==> config.mk <==
export PLATFORM = sky130hd
export DESIGN_NAME = deque_with_reverse_and_middle_unit
export DESIGN_NICKNAME = d
export VERILOG_FILES = /design/src/rtl/deqr_pkg.sv /design/src/rtl/deqr_ram.sv /design/src/rtl/deqr_ctrl.sv /design/src/rtl/deqr_result.sv /design/src/rtl/deque_with_reverse_and_middle_unit.sv
export VERILOG_INCLUDE_DIRS = /design/src /design/src/rtl
export SDC_FILE = /design/constraint.sdc
export NUM_CORES = 2
export LEC_CHECK = 0
export BUFFER_PORTS_ARGS = -buffer_cell sky130_fd_sc_hd__buf_2
export CELL_PAD_IN_SITES_DETAIL_PLACEMENT = 1
export CELL_PAD_IN_SITES_GLOBAL_PLACEMENT = 1
export CORE_MARGIN = 3
export CORE_UTILIZATION = 30
export CTS_BUF_LIST = sky130_fd_sc_hd__clkbuf_2 sky130_fd_sc_hd__clkbuf_4 sky130_fd_sc_hd__clkbuf_8
export DETAILED_ROUTE_END_ITERATION = 8
export PLACE_DENSITY = 0.5
export SLEW_MARGIN = 40
export SYNTH_ARGS = -nofsm -noshare
export SYNTH_HDL_FRONTEND = slang
export SYNTH_SLANG_ARGS = --single-unit
==> constraint.sdc <==
create_clock -name clk -period 7.2 [get_ports clk]
set_input_delay 0.72 -clock clk [delete_from_list [all_inputs] [get_ports clk]]
set_output_delay 0.72 -clock clk [all_outputs]
set_load 0.02 [all_outputs]
==> src/rtl/deque_with_reverse_and_middle_unit_defines.svh <==
// assertion macros for the deque rtl
`ifndef DEQUE_WITH_REVERSE_AND_MIDDLE_UNIT_DEFINES_SVH
`define DEQUE_WITH_REVERSE_AND_MIDDLE_UNIT_DEFINES_SVH

// property that must hold in the same cycle as its trigger
`define DEQR_ASSERT_NOW(label, ante, cons, msg) \
    label: assert property (@(posedge clk) disable iff (!rst_n) (ante) |-> (cons)) \
        else $error(msg);

// property that must hold in the cycle after its trigger
`define DEQR_ASSERT_NEXT(label, ante, cons, msg) \
    label: assert property (@(posedge clk) disable iff (!rst_n) (ante) |=> (cons)) \
        else $error(msg);

`endif

==> src/rtl/deqr_pkg.sv <==
// shared constants, operation and status codes and result metadata for the deque
package deqr_pkg;

    localparam int DEPTH_DEF = 32;
    localparam int DATA_W    = 32;
    localparam int KIND_W    = 3;
    localparam int STATUS_W  = 2;
    localparam int COUNT_W   = 6;

    // operation codes
    localparam logic [KIND_W-1:0] OP_PUSH_BACK  = 3'd0;
    localparam logic [KIND_W-1:0] OP_PUSH_FRONT = 3'd1;
    localparam logic [KIND_W-1:0] OP_POP_FRONT  = 3'd2;
    localparam logic [KIND_W-1:0] OP_POP_BACK   = 3'd3;
    localparam logic [KIND_W-1:0] OP_REVERSE    = 3'd4;

    // status codes
    localparam logic [STATUS_W-1:0] ST_OK    = 2'd0;
    localparam logic [STATUS_W-1:0] ST_FULL  = 2'd1;
    localparam logic [STATUS_W-1:0] ST_EMPTY = 2'd2;

    // per-transaction info carried from the control stage to the result stage
    typedef struct packed {
        logic [STATUS_W-1:0]      status;
        logic                     pop;
        logic [COUNT_W-1:0]       count;
        logic                     none_left;
        logic                     odd;
        logic                     byp_ml;
        logic                     byp_mr;
        logic signed [DATA_W-1:0] wdata;
    } meta_t;

endpackage

==> src/rtl/deqr_ram.sv <==
// word storage with one write port and one registered read port
module deqr_ram #(
    parameter int DEPTH = deqr_pkg::DEPTH_DEF,
    parameter int AW    = 5
) (
    input  logic                              clk,
    input  logic                              we,
    input  logic [AW-1:0]                     waddr,
    input  logic signed [deqr_pkg::DATA_W-1:0] wdata,
    input  logic                              re,
    input  logic [AW-1:0]                     raddr,
    output logic signed [deqr_pkg::DATA_W-1:0] rdata
);

    logic signed [deqr_pkg::DATA_W-1:0] mem [DEPTH];
    logic signed [deqr_pkg::DATA_W-1:0] rdata_reg;

    // write and registered read, read returns the old word on a collision
    always_ff @(posedge clk)
    begin
        if (we)
        begin
            mem[waddr] <= wdata;
        end
        if (re)
        begin
            rdata_reg <= mem[raddr];
        end
    end

    assign rdata = rdata_reg;

endmodule

==> src/rtl/deqr_ctrl.sv <==
// pointer state, operation decode and slot address generation for the deque
`include "deque_with_reverse_and_middle_unit_defines.svh"

module deqr_ctrl #(
    parameter int DEPTH = deqr_pkg::DEPTH_DEF,
    parameter int AW    = 5,
    parameter int CW    = 6
) (
    input  logic                               clk,
    input  logic                               rst_n,
    input  logic                               accept,
    input  logic [deqr_pkg::KIND_W-1:0]        kind,
    input  logic signed [deqr_pkg::DATA_W-1:0] data,
    output logic                               we,
    output logic [AW-1:0]                      waddr,
    output logic [AW-1:0]                      raddr_pop,
    output logic [AW-1:0]                      raddr_ml,
    output logic [AW-1:0]                      raddr_mr,
    output deqr_pkg::meta_t                    meta
);

    logic [AW-1:0] head_reg;
    logic [AW-1:0] head_next;
    logic [CW-1:0] fill_reg;
    logic [CW-1:0] fill_next;
    logic          flipped_reg;
    logic          flipped_next;

    logic                             full;
    logic                             empty;
    logic [CW-1:0]                    fill_m1;
    logic [CW-1:0]                    half;
    logic [CW-1:0]                    half_m1;
    logic [CW+5:0]                    fill_ext;
    logic [deqr_pkg::STATUS_W-1:0]    status;
    logic                             pop;

    // slot of logical position p counted from head, forward or backward
    function automatic logic [AW-1:0] slot_at(
        input logic [AW-1:0] h,
        input logic          back,
        input logic [AW-1:0] p
    );
        logic [AW:0] sum;
        logic [AW:0] dif;
        sum = {1'b0, h} + {1'b0, p};
        if (sum >= (AW+1)'(DEPTH))
        begin
            sum = sum - (AW+1)'(DEPTH);
        end
        dif = {1'b0, h} + (AW+1)'(DEPTH) - {1'b0, p};
        if (dif >= (AW+1)'(DEPTH))
        begin
            dif = dif - (AW+1)'(DEPTH);
        end
        slot_at = back ? dif[AW-1:0] : sum[AW-1:0];
    endfunction

    assign full    = (fill_reg == CW'(DEPTH));
    assign empty   = (fill_reg == '0);
    assign fill_m1 = fill_reg - 1'b1;

    // operation decode and next pointer state
    always_comb
    begin
        head_next    = head_reg;
        fill_next    = fill_reg;
        flipped_next = flipped_reg;
        status       = deqr_pkg::ST_OK;
        pop          = 1'b0;
        we           = 1'b0;
        waddr        = head_reg;
        raddr_pop    = head_reg;
        case (kind)
            deqr_pkg::OP_PUSH_BACK:
            begin
                if (full)
                begin
                    status = deqr_pkg::ST_FULL;
                end
                else
                begin
                    we        = 1'b1;
                    waddr     = slot_at(head_reg, flipped_reg, fill_reg[AW-1:0]);
                    fill_next = fill_reg + 1'b1;
                end
            end
            deqr_pkg::OP_PUSH_FRONT:
            begin
                if (full)
                begin
                    status = deqr_pkg::ST_FULL;
                end
                else
                begin
                    head_next = slot_at(head_reg, !flipped_reg, AW'(1));
                    we        = 1'b1;
                    waddr     = head_next;
                    fill_next = fill_reg + 1'b1;
                end
            end
            deqr_pkg::OP_POP_FRONT:
            begin
                if (empty)
                begin
                    status = deqr_pkg::ST_EMPTY;
                end
                else
                begin
                    pop       = 1'b1;
                    raddr_pop = head_reg;
                    head_next = slot_at(head_reg, flipped_reg, AW'(1));
                    fill_next = fill_m1;
                end
            end
            deqr_pkg::OP_POP_BACK:
            begin
                if (empty)
                begin
                    status = deqr_pkg::ST_EMPTY;
                end
                else
                begin
                    pop       = 1'b1;
                    raddr_pop = slot_at(head_reg, flipped_reg, fill_m1[AW-1:0]);
                    fill_next = fill_m1;
                end
            end
            deqr_pkg::OP_REVERSE:
            begin
                if (empty)
                begin
                    status = deqr_pkg::ST_EMPTY;
                end
                else
                begin
                    head_next    = slot_at(head_reg, flipped_reg, fill_m1[AW-1:0]);
                    flipped_next = !flipped_reg;
                end
            end
            default:
            begin
                status = deqr_pkg::ST_OK;
            end
        endcase
    end

    // middle element addresses of the contents after the operation
    assign half     = fill_next >> 1;
    assign half_m1  = half - 1'b1;
    assign raddr_mr = slot_at(head_next, flipped_next, half[AW-1:0]);
    assign raddr_ml = slot_at(head_next, flipped_next, half_m1[AW-1:0]);
    assign fill_ext = (CW+6)'(fill_next);

    // metadata for the result stage, with bypass of this transaction's write
    always_comb
    begin
        meta.status    = status;
        meta.pop       = pop;
        meta.count     = fill_ext[5:0];
        meta.none_left = (fill_next == '0);
        meta.odd       = fill_next[0];
        meta.byp_ml    = we && (waddr == raddr_ml);
        meta.byp_mr    = we && (waddr == raddr_mr);
        meta.wdata     = data;
    end

    // pointer state registers
    always_ff @(posedge clk or negedge rst_n)
    begin
        if (!rst_n)
        begin
            head_reg    <= '0;
            fill_reg    <= '0;
            flipped_reg <= 1'b0;
        end
        else if (accept)
        begin
            head_reg    <= head_next;
            fill_reg    <= fill_next;
            flipped_reg <= flipped_next;
        end
    end

    `DEQR_ASSERT_NOW(a_fill_bound, 1'b1, fill_reg <= CW'(DEPTH), "fill above depth")
    `DEQR_ASSERT_NEXT(a_push_grows, accept && kind == deqr_pkg::OP_PUSH_BACK && !full, fill_reg == $past(fill_reg) + 1'b1, "push back did not grow fill")
    `DEQR_ASSERT_NEXT(a_reverse_flips, accept && kind == deqr_pkg::OP_REVERSE && !empty, flipped_reg != $past(flipped_reg), "reverse did not toggle direction")
    `DEQR_ASSERT_NEXT(a_empty_pop_holds, accept && (kind == deqr_pkg::OP_POP_FRONT || kind == deqr_pkg::OP_POP_BACK) && empty, fill_reg == '0 && head_reg == $past(head_reg), "pop on empty changed state")

endmodule

==> src/rtl/deqr_result.sv <==
// result register, output handshake and final field selection
module deqr_result (
    input  logic                                 clk,
    input  logic                                 rst_n,
    input  logic                                 accept,
    input  deqr_pkg::meta_t                      meta_in,
    input  logic signed [deqr_pkg::DATA_W-1:0]   rd_pop,
    input  logic signed [deqr_pkg::DATA_W-1:0]   rd_ml,
    input  logic signed [deqr_pkg::DATA_W-1:0]   rd_mr,
    input  logic                                 out_ready,
    output logic                                 in_ready,
    output logic                                 out_valid,
    output logic [deqr_pkg::STATUS_W-1:0]        status,
    output logic signed [deqr_pkg::DATA_W-1:0]   popped,
    output logic [deqr_pkg::COUNT_W-1:0]         count,
    output logic signed [deqr_pkg::DATA_W-1:0]   middle_left,
    output logic signed [deqr_pkg::DATA_W-1:0]   middle_right
);

    deqr_pkg::meta_t                    meta_reg;
    logic                               out_valid_reg;
    logic                               out_valid_next;
    logic signed [deqr_pkg::DATA_W-1:0] mr_word;
    logic signed [deqr_pkg::DATA_W-1:0] ml_word;

    // a new transaction may enter whenever the held result leaves or none is held
    assign in_ready = !out_valid_reg || out_ready;

    always_comb
    begin
        out_valid_next = out_valid_reg;
        if (accept)
        begin
            out_valid_next = 1'b1;
        end
        else if (out_ready)
        begin
            out_valid_next = 1'b0;
        end
    end

    always_ff @(posedge clk or negedge rst_n)
    begin
        if (!rst_n)
        begin
            out_valid_reg <= 1'b0;
        end
        else
        begin
            out_valid_reg <= out_valid_next;
        end
    end

    // metadata payload, held while the receiver stalls
    always_ff @(posedge clk)
    begin
        if (accept)
        begin
            meta_reg <= meta_in;
        end
    end

    // field selection from memory read data and bypassed write data
    assign mr_word = meta_reg.byp_mr ? meta_reg.wdata : rd_mr;
    assign ml_word = meta_reg.odd ? mr_word : (meta_reg.byp_ml ? meta_reg.wdata : rd_ml);

    assign out_valid    = out_valid_reg;
    assign status       = meta_reg.status;
    assign count        = meta_reg.count;
    assign popped       = meta_reg.pop ? rd_pop : '0;
    assign middle_right = meta_reg.none_left ? '0 : mr_word;
    assign middle_left  = meta_reg.none_left ? '0 : ml_word;

endmodule

==> src/rtl/deque_with_reverse_and_middle_unit.sv <==
// Bounded double-ended queue of signed words with reverse and middle lookup.
// Input channel (in_valid/in_ready) carries kind and data: push back, push
// front, pop front, pop back or reverse. Output channel (out_valid/out_ready)
// returns one transaction per input: status, popped word, count after the
// operation and the two middle elements of the resulting contents.
// The result appears in the cycle after acceptance, taken from the
// registered read ports of the word storage.
// Throughput is one transaction per cycle while results are taken; each
// operation is a pointer update and at most one write plus three reads of three identical storage copies.
// Reverse moves no data, it repoints the front and flips the walk direction.
// Reset clears front pointer, count and direction and empties the output
// register; storage is not cleared and no clearing pass is needed.
// When the receiver stalls, the result is held and in_ready drops until the
// result is taken; a result and the next input may move in the same cycle.
module deque_with_reverse_and_middle_unit #(
    parameter int DEPTH = deqr_pkg::DEPTH_DEF
) (
    input  logic                                clk,
    input  logic                                rst_n,
    input  logic                                in_valid,
    output logic                                in_ready,
    input  logic [deqr_pkg::KIND_W-1:0]         kind,
    input  logic signed [deqr_pkg::DATA_W-1:0]  data,
    output logic                                out_valid,
    input  logic                                out_ready,
    output logic [deqr_pkg::STATUS_W-1:0]       status,
    output logic signed [deqr_pkg::DATA_W-1:0]  popped,
    output logic [deqr_pkg::COUNT_W-1:0]        count,
    output logic signed [deqr_pkg::DATA_W-1:0]  middle_left,
    output logic signed [deqr_pkg::DATA_W-1:0]  middle_right
);

    localparam int AW = (DEPTH > 1) ? $clog2(DEPTH) : 1;
    localparam int CW = $clog2(DEPTH + 1);

    logic                               accept;
    logic                               we;
    logic [AW-1:0]                      waddr;
    logic [AW-1:0]                      raddr_pop;
    logic [AW-1:0]                      raddr_ml;
    logic [AW-1:0]                      raddr_mr;
    logic signed [deqr_pkg::DATA_W-1:0] rd_pop;
    logic signed [deqr_pkg::DATA_W-1:0] rd_ml;
    logic signed [deqr_pkg::DATA_W-1:0] rd_mr;
    deqr_pkg::meta_t                    meta;
    logic                               wr_en;

    assign accept = in_valid && in_ready;
    assign wr_en  = accept && we;

    // pointer state and address generation
    deqr_ctrl #(
        .DEPTH (DEPTH),
        .AW    (AW),
        .CW    (CW)
    ) u_ctrl (
        .clk       (clk),
        .rst_n     (rst_n),
        .accept    (accept),
        .kind      (kind),
        .data      (data),
        .we        (we),
        .waddr     (waddr),
        .raddr_pop (raddr_pop),
        .raddr_ml  (raddr_ml),
        .raddr_mr  (raddr_mr),
        .meta      (meta)
    );

    // three identical storage copies, one per read address
    deqr_ram #(
        .DEPTH (DEPTH),
        .AW    (AW)
    ) u_ram_pop (
        .clk   (clk),
        .we    (wr_en),
        .waddr (waddr),
        .wdata (data),
        .re    (accept),
        .raddr (raddr_pop),
        .rdata (rd_pop)
    );

    deqr_ram #(
        .DEPTH (DEPTH),
        .AW    (AW)
    ) u_ram_ml (
        .clk   (clk),
        .we    (wr_en),
        .waddr (waddr),
        .wdata (data),
        .re    (accept),
        .raddr (raddr_ml),
        .rdata (rd_ml)
    );

    deqr_ram #(
        .DEPTH (DEPTH),
        .AW    (AW)
    ) u_ram_mr (
        .clk   (clk),
        .we    (wr_en),
        .waddr (waddr),
        .wdata (data),
        .re    (accept),
        .raddr (raddr_mr),
        .rdata (rd_mr)
    );

    // result register and output handshake
    deqr_result u_result (
        .clk          (clk),
        .rst_n        (rst_n),
        .accept       (accept),
        .meta_in      (meta),
        .rd_pop       (rd_pop),
        .rd_ml        (rd_ml),
        .rd_mr        (rd_mr),
        .out_ready    (out_ready),
        .in_ready     (in_ready),
        .out_valid    (out_valid),
        .status       (status),
        .popped       (popped),
        .count        (count),
        .middle_left  (middle_left),
        .middle_right (middle_right)
    );

endmodule

---- Word-level counts from Yosys, hierarchy flattened ----
Memory sizes are Yosys's and may differ from the RTL's. A register that Yosys moved wholly into a read port is not among the register bits.
Cells that the tools add are included.
word-level totals
  bits in registers ....................... 58
  bits in writable memories ............... 3072
  output and inout bits ................... 106
  word-level logic and storage cells ...... 115
  memories kept ........................... 3
memory list
  name           words  width  read ports  clocked after Yosys merged registers in  write ports  line            source
  u_ram_ml.mem   32     32     1           1                                        1            deqr_ram.sv:15  logic signed [deqr_pkg::DATA_W-1:0] mem [DEPTH];
  u_ram_mr.mem   32     32     1           1                                        1            deqr_ram.sv:15
  u_ram_pop.mem  32     32     1           1                                        1            deqr_ram.sv:15
operators by class
  $add $sub $neg .......................... 25
  magnitude comparators ................... 10
  equal/unequal tests ..................... 7
  multiplexer cells ....................... 44
  reductions and logical operators ........ 14
operators by type and width
  cell                 number
  $mux 32              6
  $mux 5               21
  $ge 6x6->1 const B   10
  $sub 5x1->5 const B  11
  $add 5x5->6          4
  $sub 6x5->6          4
  $pmux 5 s3           1
  $add 5x6->6 const B  2
  $logic_not 6->1      2
  $mux 6               2
  $pmux 6 s2           1
  $sub 6x1->6 const B  2
  $eq 5x5->1           2
  $mux 1               10
  $pmux 5 s2           1
  $add 5x1->6 const B  1
  $add 6x1->6 const B  1
  $eq 3x2->1 const B   2
  $eq 6x6->1 const B   1
  $logic_and 1x1->1    4
  $pmux 2 s2           1
  $reduce_or 2->1      2
  $eq 3x1->1 const B   1
  $eq 3x3->1 const B   1
  other kinds (6)      7

---- Depth between registers and ports, before layout ----
  depth in word-level cells ............... 14
  depth in mapped cells ................... 22
  mapped depth without buffers ............ 19

---- Cells and area by module ----
Synthesis repeated with hierarchy kept, for this count alone.
second synthesis, totals
  cells, all modules ...................... 7454
  area, all modules ....................... 128694.7 um^2
modules (own cells, without submodules)
  module                              instances  cells an instance  area an instance (um^2)  seq. area each (um^2)
  deqr_ram at u_ram_mr ...            2          2260               40805.4                  31710.4
  deqr_ram at u_ram_ml                1          2260               40812.9                  31710.4
  deqr_ctrl                           1          432                3289.4                   300.3
  deqr_result                         1          240                2969.1                   1376.3
  deque_with_reverse_and_middle_unit  1          2                  12.5                     0.0

---- Least setup slack after synthesis ----
OpenSTA, ideal clock, no wires.
  kind .................................... input-to-reg
  start ................................... in out_ready
  end ..................................... mem u_ram_mr.mem[6][0] (netlist bit), enable pin
  arrival ................................. 6918 ps
  required time ........................... 6739 ps
  slack ................................... -179 ps
  stages on the path ...................... 7
  path through ............................ nand2b_1 > nand2_1 > inv_1 > and3_1 > nand2b_1 > buf_1 > nor3_1
between the ends
  cells in the longest elaborated chain, start to end .. 5
RTL lines
  item                          line                                      source
  from (decl)                   deque_with_reverse_and_middle_unit.sv:25  input logic out_ready,
  $logic_or 1x1->1              deqr_result.sv:27                         assign in_ready = !out_valid_reg || out_ready;
  $logic_and 1x1->1             deque_with_reverse_and_middle_unit.sv:48  assign accept = in_valid && in_ready;
  net accept                    deque_with_reverse_and_middle_unit.sv:36  logic accept;
  $logic_and 1x1->1             deque_with_reverse_and_middle_unit.sv:49  assign wr_en = accept && we;
  $mux 1                        deqr_ram.sv:21                            if (we)
  $mux 1 (implied by the code)  deqr_ram.sv:23                            mem[waddr] <= wdata;
  to (decl)                     deqr_ram.sv:15
The timed path passes the listed nets, and every way through them passes these cells.

---- Final worst setup path ----
  start ................................... reg u_ctrl.fill_reg[1]
  end ..................................... reg u_ram_mr.rdata_reg (netlist bit u_ram_mr.rdata[9]) (read register of u_ram_mr.mem) (data pin)
between the ends
  cells in the longest elaborated chain, start to end .. 12
RTL lines
  item                                        line                              source
  from (decl)                                 deqr_ctrl.sv:24                   logic [CW-1:0] fill_reg;
  from (signal assigned)                      deqr_ctrl.sv:180                  fill_reg <= fill_next;
  $sub 6x1->6                                 deqr_ctrl.sv:61                   assign fill_m1 = fill_reg - 1'b1;
  $sub 6x5->6 or $add 5x5->6 (tied branches)  deqr_ctrl.sv:51, deqr_ctrl.sv:46
  $sub 5x1->5 (tied with other cells)         deqr_ctrl.sv:54                   dif = dif - (AW+1)'(DEPTH);
  $mux 5, on equally long branches            deqr_ctrl.sv:52, deqr_ctrl.sv:47
  $mux 5                                      --
  $mux 5                                      deqr_ctrl.sv:131                  if (empty)
  $pmux 5 s3 (*)                              deqr_ctrl.sv:74                   case (kind)
  net u_ctrl.head_next[2]                     deqr_ctrl.sv:23                   logic [AW-1:0] head_next;
  $add 5x6->6                                 deqr_ctrl.sv:51                   dif = {1'b0, h} + (AW+1)'(DEPTH) - {1'b0, p};
  $sub 6x5->6                                 deqr_ctrl.sv:51
  $sub 5x1->5 or $ge 6x6->1 (tied branches)   deqr_ctrl.sv:54, deqr_ctrl.sv:52
  $mux 5                                      deqr_ctrl.sv:52                   if (dif >= (AW+1)'(DEPTH))
  $mux 5 (*)                                  deqr_ctrl.sv:56                   slot_at = back ? dif[AW-1:0] : sum[AW-1:0];
  to (decl)                                   deqr_ram.sv:16                    logic signed [deqr_pkg::DATA_W-1:0] rdata_reg;
Mark *: on every way through the listed nets, which the timed path passes. The rest lies on a longest branch.
A chain may end at the register's enable or synchronous reset.

==> results.sh <==
export IMPL_die_area_um2=219600
export IMPL_status="complete, no violations"
export IMPL_clock_latency_ps=1010
export IMPL_finalSetupViolations=0
export IMPL_synth_area_mux_share_pct=26.37
export IMPL_grtUsageMet2_pct=37.72
export IMPL_finalNonFillerCells=7262
export IMPL_dr_pass1_iters=5
export IMPL_multi_input_area_um2=27440
export IMPL_hold_path_class="in -> async"
export IMPL_place_gp_congestion=0.8073
export IMPL_core_area_um2=212500
export IMPL_synthArstFlopShare_pct=1.105
export IMPL_maxCapViolCount=0
export IMPL_portBuffers=144
export IMPL_grt_max_degree=87
export IMPL_antenna_found_initial=15
export IMPL_drc=0
export IMPL_cp_end_kind="flip-flop"
export IMPL_gr_usage_met1_pct=34.54
export IMPL_cp_arrival_ps=7190
export IMPL_rsz0062_at_grt="no"
export IMPL_drv_slew=0
export IMPL_grt_busiest_layer="met2"
export IMPL_synthSimpleGateAreaFrac_pct=5.607
export IMPL_nNetsFinal=4350
export IMPL_fp_row_count=169
export IMPL_ys_types=81
export IMPL_ctsResizeCount=0
export IMPL_area_delta_synth_final_pct=14.72
export IMPL_synth_seq_cells=1177
export IMPL_required_ps=7920
export IMPL_hold_violations=0
export IMPL_synth_enable_flop_cells=1164
export IMPL_critPathKind="reg -> reg"
export IMPL_largest_register_ffs=704
export IMPL_chipHeight_um=468.6
export IMPL_antenna_left=0
export IMPL_filler_cell_count=21625
export IMPL_syn_inst=4080
export IMPL_start_kind="flip-flop"
export IMPL_crit_path_max_fanout=17
export IMPL_synth_adder_area_share_pct=0.9705
export IMPL_hold_buffers=3
export IMPL_seq_area_frac_synth_pct=54.95
export IMPL_synth_top_family_by_area="multiplexers"
export IMPL_synth_compound_area_share_pct=8.463
export IMPL_syn_avg_cell_area_um2=15.74
export IMPL_place_inst=6865
export IMPL_final_cell_mix="edfxtp_1 (1,164), mux4_2 (642), nand2_1 (414), clkbuf_8 (219), mux2i_1 (166)"
export IMPL_die_x_um=468.6
export IMPL_finalClockSkew_ps=61.28
export IMPL_avgRoutedWirePerCell_um=37.29
export IMPL_min_period_ps=6466
export IMPL_htree_num_levels=4
export IMPL_utilization_pct=34.66
export IMPL_dpl_hpwl_um=159200
export IMPL_num_vias=44338
export IMPL_grt_pass1_vias=45243
export IMPL_cts_tree="done"
export IMPL_fmax_mhz=154.6
export IMPL_ys_warn_count=0
export IMPL_viasPerCell=6.105
export IMPL_drt_iter0_markers=5361
export IMPL_drt_total_wl_um=270800
export IMPL_clock_sinks=1177
export IMPL_root_buffer="clkbuf_8"
export IMPL_syn_cell_area_um2=64210
export IMPL_post_cts_buffers=0
export IMPL_layout_commonest_cell="edfxtp_1"
export IMPL_ioPinCount=145
export IMPL_synth_flop_cell="edfxtp_1"
export IMPL_fin_setup_tns_ps=0
export IMPL_grt_use_total_pct=24.31
export IMPL_final_period_utilization_pct=89.81
export IMPL_clock_path_buffers=3
export IMPL_synth_largest_area_cell="edfxtp_1"
export IMPL_initial_core_util_pct=30.21
export IMPL_overflow=0
export IMPL_clk_pin_slew_ps=70
export IMPL_rr_worst_depth=19
export IMPL_timing_slew_headroom_pct=41.09
export IMPL_tightestPinTransition_ps=859.1
export IMPL_cts_buffers=213
export IMPL_grt_use_met3_pct=3.721
export IMPL_syn_nets=4164
export IMPL_drive_gt1_share_pct=33.25
export IMPL_synth_top_cell_area_share_pct=54.44
export IMPL_synth_xor_area_share_pct=0.6372
export IMPL_grt_pass1_wl_um=374100
export IMPL_seqCellArea_um2=35280
export IMPL_yosys_top_cells_area="edfxtp_1 (54%), mux4_2 (23%), mux2i_1 (2.6%)"
[per-layer routing]
| metal | wire length, µm | part of all wire, % |
|---|---|---|
| met1 | 118300 | 44 |
| met2 | 124600 | 46 |
| met3 | 18390 | 6.8 |
| met4 | 9552 | 3.5 |
| met5 | 0 | 0 |
[kinds of logic after synthesis]
family | count (synthesis)
AO/OA/AOI/OAI | 728
XOR/XNOR | 42
adder cells (fa/ha/maj) | 45
buffers and inverters | 421
flip-flops | 1177
multiplexers | 880
AND/OR/NAND/NOR | 787
[worst max-delay path: stages, from the launching register on]
cell	delay (ps)
dfrtp_1	500
inv_1	150
ha_1	400
fa_1	410
and2_1	180
o21ai_0	340
a211oi_1	120
o21ai_0	180
o311ai_0	190
buf_4	220
ha_1	400
nor2b_1	170
a221oi_1	630
mux2i_1	180
mux2_4	440
nand2_4	580
buf_4	380
o32ai_1	110
a221oi_1	400
a31oi_1	140
[Yosys cell counts, types with 48 or more instances]
library cell     n
a211oi_1        68
a21oi_1         86
a22o_1         130
a22oi_1        100
a311oi_1        64
a31oi_1         65
and3_1          67
buf_2          104
clkbuf_1       206
edfxtp_1      1164
mux2_2          71
mux2i_1        167
mux4_2         642
nand2_1        416
nand3_1         48
nor2_1          64
nor3_1         103
o21ai_0         58
[path summary, 6_finish.rpt]
kind	start	to	slack, ps
min in group clk	data[7]	u_ram_pop.mem[28][7]	230
max reg2reg	u_ctrl.fill_reg[1]	u_ram_mr.rdata[9]	730
min	rst_n	u_ctrl.fill_reg[4]	220
max in group asynchronous	rst_n	u_ctrl.flipped_reg	6650
min reg2reg	u_ctrl.head_reg[0]	u_ctrl.head_reg[0]	710
max	u_ctrl.fill_reg[1]	u_ram_mr.rdata[9]	730
[area by class of cell]
class | count | share of cell area [%]
antenna | 11 | 0.03737
clock buffer | 277 | 4.683
clock inverter | 102 | 1.218
inverter | 36 | 0.1987
multi-input combinational | 2482 | 37.25
sequential | 1177 | 47.89
tap | 2821 | 4.792
timing repair buffer | 356 | 3.931
[metrics by stage]
stage | instance area, µm² | setup slack (ps) | hold slack, ps
after detailed placement | 69160 | 782.2 | 529.9
after global routing | 73650 | 382.8 | 191.6
after CTS | 73540 | 782.9 | 128.2
after floorplan | 64210 | 1267 | 424.4
final | 73660 | 733.5 | 222.2
after global placement | 68940 | 795.9 | 511.2
Power is left out: the tool's default activity adds up to more than one toggle a clock period on the data nets, which glitch-free logic cannot reach.
